===== src/sfs_pkg.sv =====
`default_nettype none
package sfs_pkg;

  // Table geometry
  localparam int FRAMES  = 64;
  localparam int IDX_W   = $clog2(FRAMES);
  localparam int CNT_W   = $clog2(FRAMES + 1);

  // Fixed field widths
  localparam int CMD_W   = 4;
  localparam int FNUM_W  = 6;
  localparam int DELAY_W = 32;
  localparam int COORD_W = 16;
  localparam int REP_W   = 17;

  // Command codes
  localparam logic [CMD_W-1:0] CMD_TICK       = 4'd0;
  localparam logic [CMD_W-1:0] CMD_APPEND     = 4'd1;
  localparam logic [CMD_W-1:0] CMD_CLEAR      = 4'd2;
  localparam logic [CMD_W-1:0] CMD_PAUSE      = 4'd3;
  localparam logic [CMD_W-1:0] CMD_RESUME     = 4'd4;
  localparam logic [CMD_W-1:0] CMD_RESTART    = 4'd5;
  localparam logic [CMD_W-1:0] CMD_GOTO       = 4'd6;
  localparam logic [CMD_W-1:0] CMD_SET_REPEAT = 4'd7;
  localparam logic [CMD_W-1:0] CMD_SET_DELAY  = 4'd8;
  localparam logic [CMD_W-1:0] CMD_SET_BOUNDS = 4'd9;

  // Repeat count meaning loop forever (-1 in 17 bits)
  localparam logic [REP_W-1:0]   REP_FOREVER = '1;
  // Elapsed counter saturation value
  localparam logic [DELAY_W-1:0] ELAPSED_MAX = '1;

  // Source rectangle as stored in the frame table
  typedef struct packed {
    logic [COORD_W-1:0] h;
    logic [COORD_W-1:0] w;
    logic [COORD_W-1:0] y;
    logic [COORD_W-1:0] x;
  } rect_t;

  // Controller to datapath commands
  typedef struct packed {
    logic capture;
    logic exec;
    logic load;
  } ctrl_t;

endpackage
`default_nettype wire


===== src/sfs_ctrl.sv =====
`default_nettype none
module sfs_ctrl (
  input  wire logic           clk,
  input  wire logic           rst_n,
  input  wire logic           in_valid,
  output logic                in_ready,
  output logic                out_valid,
  input  wire logic           out_ready,
  output sfs_pkg::ctrl_t      ctrl
);

  typedef enum logic [3:0] {
    S_IDLE = 4'b0001,
    S_EXEC = 4'b0010,
    S_READ = 4'b0100,
    S_OUT  = 4'b1000
  } state_t;

  state_t state_r, state_nxt;
  logic   out_valid_r, out_valid_nxt;

  // Command decode
  always_comb begin
    ctrl.capture = (state_r == S_IDLE) && in_valid;
    ctrl.exec    = (state_r == S_EXEC);
    ctrl.load    = (state_r == S_OUT) && (!out_valid_r || out_ready);
  end

  assign in_ready  = (state_r == S_IDLE);
  assign out_valid = out_valid_r;

  // Next state
  always_comb begin
    state_nxt = state_r;
    case (state_r)
      S_IDLE: begin
        if (in_valid) state_nxt = S_EXEC;
      end
      S_EXEC: state_nxt = S_READ;
      S_READ: state_nxt = S_OUT;
      S_OUT: begin
        if (!out_valid_r || out_ready) state_nxt = S_IDLE;
      end
      default: state_nxt = S_IDLE;
    endcase
  end

  // Result register occupancy
  always_comb begin
    out_valid_nxt = out_valid_r;
    if (ctrl.load) begin
      out_valid_nxt = 1'b1;
    end else if (out_ready) begin
      out_valid_nxt = 1'b0;
    end
  end

  always_ff @(posedge clk) begin
    if (!rst_n) begin
      state_r     <= S_IDLE;
      out_valid_r <= 1'b0;
    end else begin
      state_r     <= state_nxt;
      out_valid_r <= out_valid_nxt;
    end
  end

  // A captured item always moves on to the update step
  a_capture_exec: assert property (@(posedge clk) disable iff (!rst_n)
    ctrl.capture |=> ctrl.exec)
    else $error("captured item not executed");

  // A read step is always followed by the output step
  a_load_after_read: assert property (@(posedge clk) disable iff (!rst_n)
    (state_r == S_READ) |=> (state_r == S_OUT))
    else $error("read step not followed by output step");

  // Result register fills only from the output step
  a_valid_rise: assert property (@(posedge clk) disable iff (!rst_n)
    $rose(out_valid_r) |-> $past(state_r == S_OUT))
    else $error("result valid without output step");

endmodule
`default_nettype wire


===== config.mk =====
export PLATFORM = sky130hd
export DESIGN_NAME = sfs_ctrl
export DESIGN_NICKNAME = d
export VERILOG_FILES = /design/src/sfs_pkg.sv /design/src/sfs_ctrl.sv
export SDC_FILE = /design/constraint.sdc
export NUM_CORES = 1
export LEC_CHECK = 0
export ABC_AREA = 1
export BUFFER_PORTS_ARGS = -buffer_cell sky130_fd_sc_hd__buf_2
export CORE_AREA = 2 2 39 41
export CTS_BUF_LIST = sky130_fd_sc_hd__clkbuf_4 sky130_fd_sc_hd__clkbuf_8 sky130_fd_sc_hd__clkbuf_16
export CTS_CLUSTER_DIAMETER = 30
export DETAILED_ROUTE_END_ITERATION = 10
export DIE_AREA = 0 0 41 43
export GPL_TIMING_DRIVEN = 0
export PLACE_DENSITY_LB_ADDON = 0.2
export SYNTH_ARGS = -nofsm -noshare
export SYNTH_HDL_FRONTEND = slang
export SYNTH_SLANG_ARGS = --single-unit
export TNS_END_PERCENT = 20

===== constraint.sdc =====
create_clock -name clk -period 2.6 [get_ports clk]
set_input_delay 0.13 -clock clk [delete_from_list [all_inputs] [get_ports clk]]
set_output_delay 0.13 -clock clk [all_outputs]
set_load 0.01 [all_outputs]

## After elaboration in Yosys (flattened, before gate mapping)

Cells that the tools add are included.

| operators by class | value |
|---|---|
| equality and inequality tests | 6 |
| multiplexer cells | 5 |
| reductions and logical operators | 6 |

Operator list:

| kind | number |
|---|---|
| 4-bit case mux with 4 select lines | 1 |
| 4-bit 2-to-1 mux | 2 |
| 4-bit by 1-bit == test with 1-bit output, second input constant | 1 |
| 4-bit by 2-bit == test with 1-bit output, second input constant | 1 |
| 4-bit by 3-bit == test with 1-bit output, second input constant | 1 |
| 4-bit == test, second input constant | 1 |
| 1-bit logical AND | 2 |
| 1-bit 2-to-1 mux | 2 |
| 2-bit by 1-bit inequality test with 1-bit output, second input constant | 1 |
| 2-bit inequality test, second input constant | 1 |
| 2-bit AND reduction | 1 |
| 2-bit nonzero test | 1 |
| 1-bit zero test | 1 |
| 1-bit logical OR | 1 |

| word-level totals | value |
|---|---|
| bits in registers | 5 |

## Longest topological paths before layout

Gate-level depths: netlist of run 1.

| depth | value |
|---|---|
| depth after elaboration | 4 |
| mapped depth | 6 |

## Least setup slack after synthesis of run 1

No wires, ideal clock.

| timing | value |
|---|---|
| path kind | reg2out |
| start | reg state_r[2] |
| end | out ctrl[2] in the netlist's numbering |
| arrival time | 0.788 ns |
| required time | 2.470 ns |
| path slack | 1.682 ns |
| cell stages (with the launch flop) | 4 |
| path buffers | 0 |
| path through | dfxtp_1 -> nor2_2 -> nand3_2 -> nor2_1 |

RTL lines:

| what | line | text |
|---|---|---|
| from (decl) | sfs_ctrl.sv:19 | `state_t state_r, state_nxt;` |
| from (signal assigned) | sfs_ctrl.sv:63 | `state_r <= state_nxt;` |
| to (decl) | sfs_ctrl.sv:9 | `output sfs_pkg::ctrl_t ctrl` |

==> flow_summary.toml, run 1 <==
[clocking]
hold_buffer_count_at_cts = 0
htree_num_levels = 1
max-clock-path-buffers = 2
postCtsSetupRepairBufs = 0
cts-resized-gates = 0
root_buffer = "clkbuf_4"
clock_latency_ns = 0.24
number_of_cts_inserted_buffers = 3
tritoncts = "built"
clk_transition_reported_paths_ns = 0.04
cts.sink_count = 5

[setup_path]
worst-endpoint-arrival_ns = 1.14
timing.critical_path.fanout_max = 4
startpoint_type = "flop"
crit_required_ns = 2.47
worstSetupEndpointType = "output port"
timing_worst_setup_path_type = "reg -> out"

[synth]
synthesis.yosys.warnings = 0
ys_types = 16
syn_nets = 40
ys_seq_area_share_pct = 34.5
syn_area_um2 = 290
syn_area_per_cell_um2 = 8.06
postSynthRegisterBits = 5
netlist_instances = 36

[power]
cellLeakagePower_nw = 0.212
power.ir.vdd_worst_v = 0.000169
power.total_mw = 0.215
pwr_density_cell_nw_per_um2 = 565

[global_route]
grt_most_used_layer = "met4"
grtUsageMet2_pct = 8.13
global_route.usage.met1_pct = 9.06
grt_pass1_vias = 213
grt_pass1_wl_um = 800
grt_use_total_pct = 7.55
antenna_violations_before_repair = 0
grt.met3_usage_pct = 3.14
grt_remaining_overflow = 0
maximum_number_of_pins_on_one_net_before_global_route_repair = 5

[detailed_routing]
via_count_of_the_routed_design = 232
drc_errors_left = 0
detail_route.wl_per_cell_um = 7.22
wirelength_um = 462
post_drt_via_cell_ratio = 3.63
drt-initial-drc-count = 0
firstDrtPassIters = 1
antenna_violating_nets_post_route = 0

[sta]
setup_viol = 0
layout_min_cycle_time_ns = 1.27
final_hold_viol_count = 0
tns_setup_ns = 0
timing.max_slew.rel_slack_pct = 87.7
timing.clock.skew_ns = 0.00226
finalMaxSlewViolations = 0
final_critical_path_setup_slack_ns = 1.33
final.period_utilization_pct = 49.0
max_freq_mhz = 785
transition_time_at_the_pin_with_the_least_slew_margin_ns = 0.184
rsz_0062_raised_after_global_routing = "no"

[hold_path]
hold_path_class = "in -> reg"

[cells_and_area]
post-route-util_pct = 27.5
antenna_cells_inserted = 0
area_growth_syn_to_layout_pct = 31.0
layout.cells.most_common_list = "inv_1, buf_2, dfxtp_1, nor2_2, clkbuf_4"
fraction_of_layout_instances_using_a_drive_strength_above_1_pct = 52.1
final_net_count = 53

[floorplanning]
fp.coreArea_um2 = 1380
die-height_um = 43
core.rowCount = 14
initial_core_util_pct = 21.0
top_level_ports = 9
die_width_um = 41
floorplan.die_area_um2 = 1760

[place]
port_buffers = 8
dp_hpwl_um = 374
preCtsSetupSlack_ns = 1.57
final_gp_congestion = 0.601

[run]
maxCapViolCount = 0

[status]
status = "completed"
path summary, 6_finish.rpt:
check	startpoint	end	slack [ns]	cells past startpoint
worst min-delay path	rst_n	state_r[0]	0.16	4
worst max-delay path	state_r[2]	ctrl[2]	1.33	4
worst max register to register	state_r[2]	state_r[0]	1.67	4
worst min register to register	state_r[1]	state_r[2]	0.50	2
final cells by class:
cell class | instances | area [µm²]
Timing Repair Buffer | 8 | 40.0
Sequential cell | 5 | 100
Buffer | 1 | 7.51
Multi-Input combinational cell | 21 | 149
Clock buffer | 4 | 30.0
Fill cell | 163 | 1000
Tap cell | 16 | 20.0
Inverter | 9 | 33.8
through the flow:
stage / instances / area, µm² / hold WS (ns)
finish: 64 / 380 / 0.155
CTS: 64 / 380 / 0.146
detailed placement: 60 / 350 / 0.401
global placement: 60 / 350 / 0.399
global route: 64 / 380 / 0.160
floorplan: 36 / 290 / 0.285
report_power, final:
group          internal (mW)  switching, mW  leakage, nW
logic                 0.0125         0.0184        0.152
clock network         0.0684         0.0308       0.0184
registers             0.0806        0.00429       0.0408
flip-flops by register name, indices dropped and copies added (netlist names):
register   cells
state_r        4
out_valid      1
synth_stat cells (all sizes together):
master / count / area share, %
nor2: 9 / 26
dfxtp: 5 / 34
buf: 1 / 2.6
o21ai: 1 / 1.7
nand2: 4 / 6.0
nor3: 1 / 3.4
inv: 9 / 12
a21oi: 1 / 1.7
nand3: 4 / 10
nand4: 1 / 2.2
per-layer routing:
| layer | part of all wire [%] | up-vias |
|---|---|---|
| met5 | 0 | - |
| met4 | 0.87 | 0 |
| met3 | 5.6 | 2 |
| met2 | 45 | 6 |
| met1 | 48 | 92 |
| li1 | - | 132 |
worst max-delay path, stage by stage, from the launching register on:
cell,delay [ns]
dfxtp_1,0.34
nor2_2,0.20
nand3_2,0.13
nor2_1,0.10
buf_2,0.13
logic make-up after synthesis:
logic type,count (synthesis),share of synthesized area [%]
AND/OR/NAND/NOR,19,47.8
AO/OA/AOI/OAI,2,3.44
flip-flops,5,34.5
buffers and inverters,10,14.2
No activity file was read; power rests on OpenSTA's default activity.
==> inputs of run 2 (changes only) <==
clock period = 1.3 ns   (was 2.6 ns; I/O delays follow)
==> run 2 against run 1 <==
Compared with the run above:
- first-iteration DRC count unchanged
- final cell count unchanged
- critical endpoint unchanged
- clock-buffer cell count unchanged
- largest cell class unchanged
==> flow_summary.toml, run 2 (synthesis gave the netlist of run 1 again) <==
[sta]
layout_min_cycle_time_ns = 1.21
finalMaxSlewViolations = 0
timing.max_slew.rel_slack_pct = 86.0
max_freq_mhz = 826
tns_setup_ns = 0
rsz_0062_raised_after_global_routing = "no"
final_hold_viol_count = 0
final.period_utilization_pct = 93.1
setup_viol = 0
timing.clock.skew_ns = 0.00226
transition_time_at_the_pin_with_the_least_slew_margin_ns = 0.210

[power]
combinationalPowerShare_pct = 14.6
power.ir.vdd_worst_v = 0.000342
netSwitchingFraction_pct = 25.2
clock_power_share_pct = 45.7
seq_power_share_pct = 39.7
power.total_mw = 0.434
power.internal_mw = 0.325
pwr_density_cell_nw_per_um2 = 1130
net-switching-power_mw = 0.109
cellLeakagePower_nw = 0.212

[setup_path]
ff2ff_setup_slack_ns = 0.37
timing.critical_path.fanout_max = 4
crit_required_ns = 1.24
timing_worst_setup_path_type = "reg -> out"
startpoint_type = "flop"
worst-endpoint-arrival_ns = 1.15
worstSetupEndpointType = "output port"

[floorplanning]
die_width_um = 41
initial_core_util_pct = 21.0
fp.coreArea_um2 = 1380
core.rowCount = 14
top_level_ports = 9
floorplan.die_area_um2 = 1760
die-height_um = 43

[clocking]
hold_buffer_count_at_cts = 0
htree_num_levels = 1
clock_latency_ns = 0.24
tritoncts = "built"
max-clock-path-buffers = 2
clk_transition_reported_paths_ns = 0.04
cts.sink_count = 5
number_of_cts_inserted_buffers = 3
root_buffer = "clkbuf_4"

[cells_and_area]
num-fill-cells = 162
largest_reg_by_ff_count = "state_r"
layout.cells.most_common_list = "inv_1, buf_2, dfxtp_1, clkbuf_4"
final_net_count = 53
finalInstanceArea_um2 = 385
largest_reg_flops = 4
fraction_of_layout_instances_using_a_drive_strength_above_1_pct = 52.1
area_growth_syn_to_layout_pct = 32.8
antenna_cells_inserted = 0

[detailed_routing]
wirelength_um = 462
antenna_violating_nets_post_route = 0
drc_errors_left = 0
detail_route.wl_per_cell_um = 7.22
firstDrtPassIters = 1
via_count_of_the_routed_design = 232
post_drt_via_cell_ratio = 3.63
drt-initial-drc-count = 0

[hold_path]
hold_path_class = "in -> reg"

[place]
port_buffers = 8
dp_hpwl_um = 374
final_gp_congestion = 0.601
postPlaceCellArea_um2 = 350

[global_route]
grt_remaining_overflow = 0
grt_use_total_pct = 7.55
maximum_number_of_pins_on_one_net_before_global_route_repair = 5
grt_pass1_vias = 213
grt_pass1_wl_um = 800
antenna_violations_before_repair = 0

[run]
maxCapViolCount = 0

[status]
status = "completed"
[run 2: cell type report]
class,count,area [µm²],share of cell area (%)
buffer,1,7.51,1.95
clock buffer,4,30.0,7.79
inverter,9,33.8,8.77
multi-input combinational,21,154,39.9
sequential,5,100,26.0
tap,16,20.0,5.19
timing repair buffer,8,40.0,10.4
[run 2: layer usage]
| metal | GRT usage (%) | wire length (µm) | vias to the layer above |
|---|---|---|---|
| met5 | 0 | 0 | - |
| met4 | 10.0 | 4 | 0 |
| met3 | 3.14 | 26 | 2 |
| met2 | 8.13 | 207 | 6 |
| met1 | 9.06 | 224 | 92 |
| li1 | - | - | 132 |
[run 2: power groups by stage]
stage	Sequential, mW	Clock [mW]	Combinational [mW]
finish	0.172	0.198	0.0634
global route	0.173	0.223	0.0713
CTS	0.170	0.208	0.0632
detailed placement	0.173	0	0.0626
global placement	0.173	0	0.0637
floorplan	0.171	0	0.0422
[run 2: stage by stage]
stage | util (%) | worst slack [ns] | hold WS (ns) | instances
floorplan | - | 0.443 | 0.220 | 36
global placement | 25.3 | 0.334 | 0.334 | 60
detailed placement | 25.3 | 0.340 | 0.336 | 60
CTS | 27.5 | 0.0684 | 0.0807 | 64
global route | 27.8 | 0.00280 | 0.0947 | 64
finish | 27.8 | 0.0895 | 0.0902 | 64
[run 2: path summary, 6_finish.rpt]
check / startpoint / end / cells after the start
worst max-delay path: state_r[2] / ctrl[2] / 4
worst min register to register: state_r[1] / state_r[2] / 2
worst max register to register: state_r[2] / state_r[0] / 4
worst min-delay path: rst_n / state_r[0] / 4
[run 2: worst max-delay path, stage by stage (launching register included)]
cell	delay, ns
dfxtp_1	0.34
nor2_2	0.20
nand3_2	0.13
nor2_1	0.10
buf_2	0.13
[run 2: what timing repair did]
item / CTS / global route
endpoints found under the setup margin: 0 / 1
resized for setup: 0 / 1
buffers inserted: 0 / 0
==> inputs of run 3 (changes only) <==
PLACE_DENSITY = 0.43   (was unset)
PLACE_DENSITY_LB_ADDON = unset   (was 0.2)
clock period = 1.4 ns   (was 1.3 ns; I/O delays follow)
==> run 3 against run 2 <==
Compared with the run above:
- utilization fell by 0.36 points
- non-clock buffer count did not move
- sequential cell count did not move
- worst setup slack improved by 0.10 ns
- clock power fell by 7%
- power fell by 8.0%
- via count rose by 2.2%
- critical path depth did not move
- cell area fell by 1.3%
- clock skew fell by 0.00069 ns
- first-iteration DRC count rose by 4
==> flow_summary.toml, run 3 (synthesis gave the netlist of run 1 again) <==
[floorplanning]
top_level_ports = 9
die_width_um = 41
fp.coreArea_um2 = 1380
die-height_um = 43
initial_core_util_pct = 21.0
floorplan.die_area_um2 = 1760
core.rowCount = 14

[clocking]
tritoncts = "built"
clk_transition_reported_paths_ns = 0.04
htree_num_levels = 1
cts.sink_count = 5
number_of_cts_inserted_buffers = 3
hold_buffer_count_at_cts = 0
postCtsSetupRepairBufs = 0
cts-resized-gates = 0
clock_latency_ns = 0.24
root_buffer = "clkbuf_4"
max-clock-path-buffers = 2

[cells_and_area]
layoutNonFillerInstCount = 64
largest_reg_flops = 4
largest_reg_by_ff_count = "state_r"
area_growth_syn_to_layout_pct = 31.0
final_net_count = 53
antenna_cells_inserted = 0
num-fill-cells = 158
layout.cells.most_common_list = "inv_1, buf_2, dfxtp_1, nor2_2, clkbuf_4"
fraction_of_layout_instances_using_a_drive_strength_above_1_pct = 52.1

[detailed_routing]
drt-initial-drc-count = 4
detail_route.wl_per_cell_um = 7.50
drc_errors_left = 0
antenna_violating_nets_post_route = 0
firstDrtPassIters = 3
wirelength_um = 480
post_drt_via_cell_ratio = 3.70
via_count_of_the_routed_design = 237

[power]
pwr_density_cell_nw_per_um2 = 1050
power.ir.vdd_worst_v = 0.000276
power.internal_mw = 0.300
clock_power_share_pct = 46.1
netSwitchingFraction_pct = 24.9
combinationalPowerShare_pct = 14.5
seq_power_share_pct = 39.5
net-switching-power_mw = 0.0992
cellLeakagePower_nw = 0.212

[place]
placed_cells = 60
port_buffers = 8
dp_hpwl_um = 402
final_gp_congestion = 0.664

[global_route]
grt_pass1_wl_um = 710
grt_use_total_pct = 6.63
grt_remaining_overflow = 0
antenna_violations_before_repair = 0
grt_pass1_vias = 194
maximum_number_of_pins_on_one_net_before_global_route_repair = 5

[sta]
final.period_utilization_pct = 86.3
final_hold_viol_count = 0
rsz_0062_raised_after_global_routing = "no"
final.hold.worst_slack_ns = 0.0925
layout_min_cycle_time_ns = 1.21
tns_setup_ns = 0
timing.clock.skew_ns = 0.00157
setup_viol = 0
max_freq_mhz = 827
transition_time_at_the_pin_with_the_least_slew_margin_ns = 0.181
finalMaxSlewViolations = 0
timing.max_slew.rel_slack_pct = 87.9

[run]
maxCapViolCount = 0

[status]
status = "completed"

[hold_path]
critical_hold_path_startpoint = "rst_n"
hold_path_class = "in -> reg"

[setup_path]
worst-endpoint-arrival_ns = 1.14
worstSetupEndpointType = "output port"
worst_r2r_startpoint = "state_r[2]"
timing_worst_setup_path_type = "reg -> out"
timing.critical_path.fanout_max = 4
startpoint_type = "flop"
setup.worst_path.start = "state_r[2]"
crit_required_ns = 1.33
run 3: cell counts in the layout (fill, tap and decap cells not counted):
No cell type changed its count.
run 3: worst paths after layout:
check                                  end  slack (ns)  cells after the start
worst max-delay path               ctrl[2]        0.19                      4
worst min-delay path            state_r[0]        0.09                      4
worst max register to register  state_r[0]        0.48                      4
worst min register to register  state_r[2]        0.51                      2
run 3: layout make-up:
| type | count | area [µm²] | area share, % |
|---|---|---|---|
| Multi-Input combinational cell | 21 | 149 | 39.1 |
| Sequential cell | 5 | 100 | 26.3 |
| Timing Repair Buffer | 8 | 40.0 | 10.5 |
| Inverter | 9 | 33.8 | 8.88 |
| Clock buffer | 4 | 30.0 | 7.89 |
| Tap cell | 16 | 20.0 | 5.26 |
| Buffer | 1 | 7.51 | 1.97 |
run 3: power by group through the flow:
stage | combinational (mW) | sequential [mW] | clock [mW]
floorplan | 0.0392 | 0.159 | 0
global placement | 0.0583 | 0.160 | 0
detailed placement | 0.0588 | 0.160 | 0
CTS | 0.0591 | 0.158 | 0.193
global route | 0.0641 | 0.158 | 0.201
finish | 0.0577 | 0.158 | 0.184
run 3: metrics by stage:
stage | cell area, µm² | power [mW] | util, % | setup slack [ns]
after floorplan | 290 | 0.198 | - | 0.542
after global placement | 350 | 0.219 | 25.3 | 0.430
after global routing | 380 | 0.423 | 27.5 | 0.106
after CTS | 380 | 0.410 | 27.5 | 0.167
after detailed placement | 350 | 0.219 | 25.3 | 0.426
final | 380 | 0.399 | 27.5 | 0.191
run 3: worst max-delay path: stages, from the launching register on:
cell and delay [ns]:
dfxtp_1 0.34, nor2_2 0.20, nand3_2 0.13, nor2_1 0.10, buf_2 0.13
run 3: layer usage:
| layer | GRT usage, % | up-vias | share of wire, % |
|---|---|---|---|
| li1 | - | 130 | - |
| met1 | 8.06 | 100 | 50 |
| met2 | 7.19 | 7 | 45 |
| met3 | 1.57 | 0 | 5.6 |
| met4 | 10.0 | 0 | 0 |
| met5 | 0 | - | 0 |
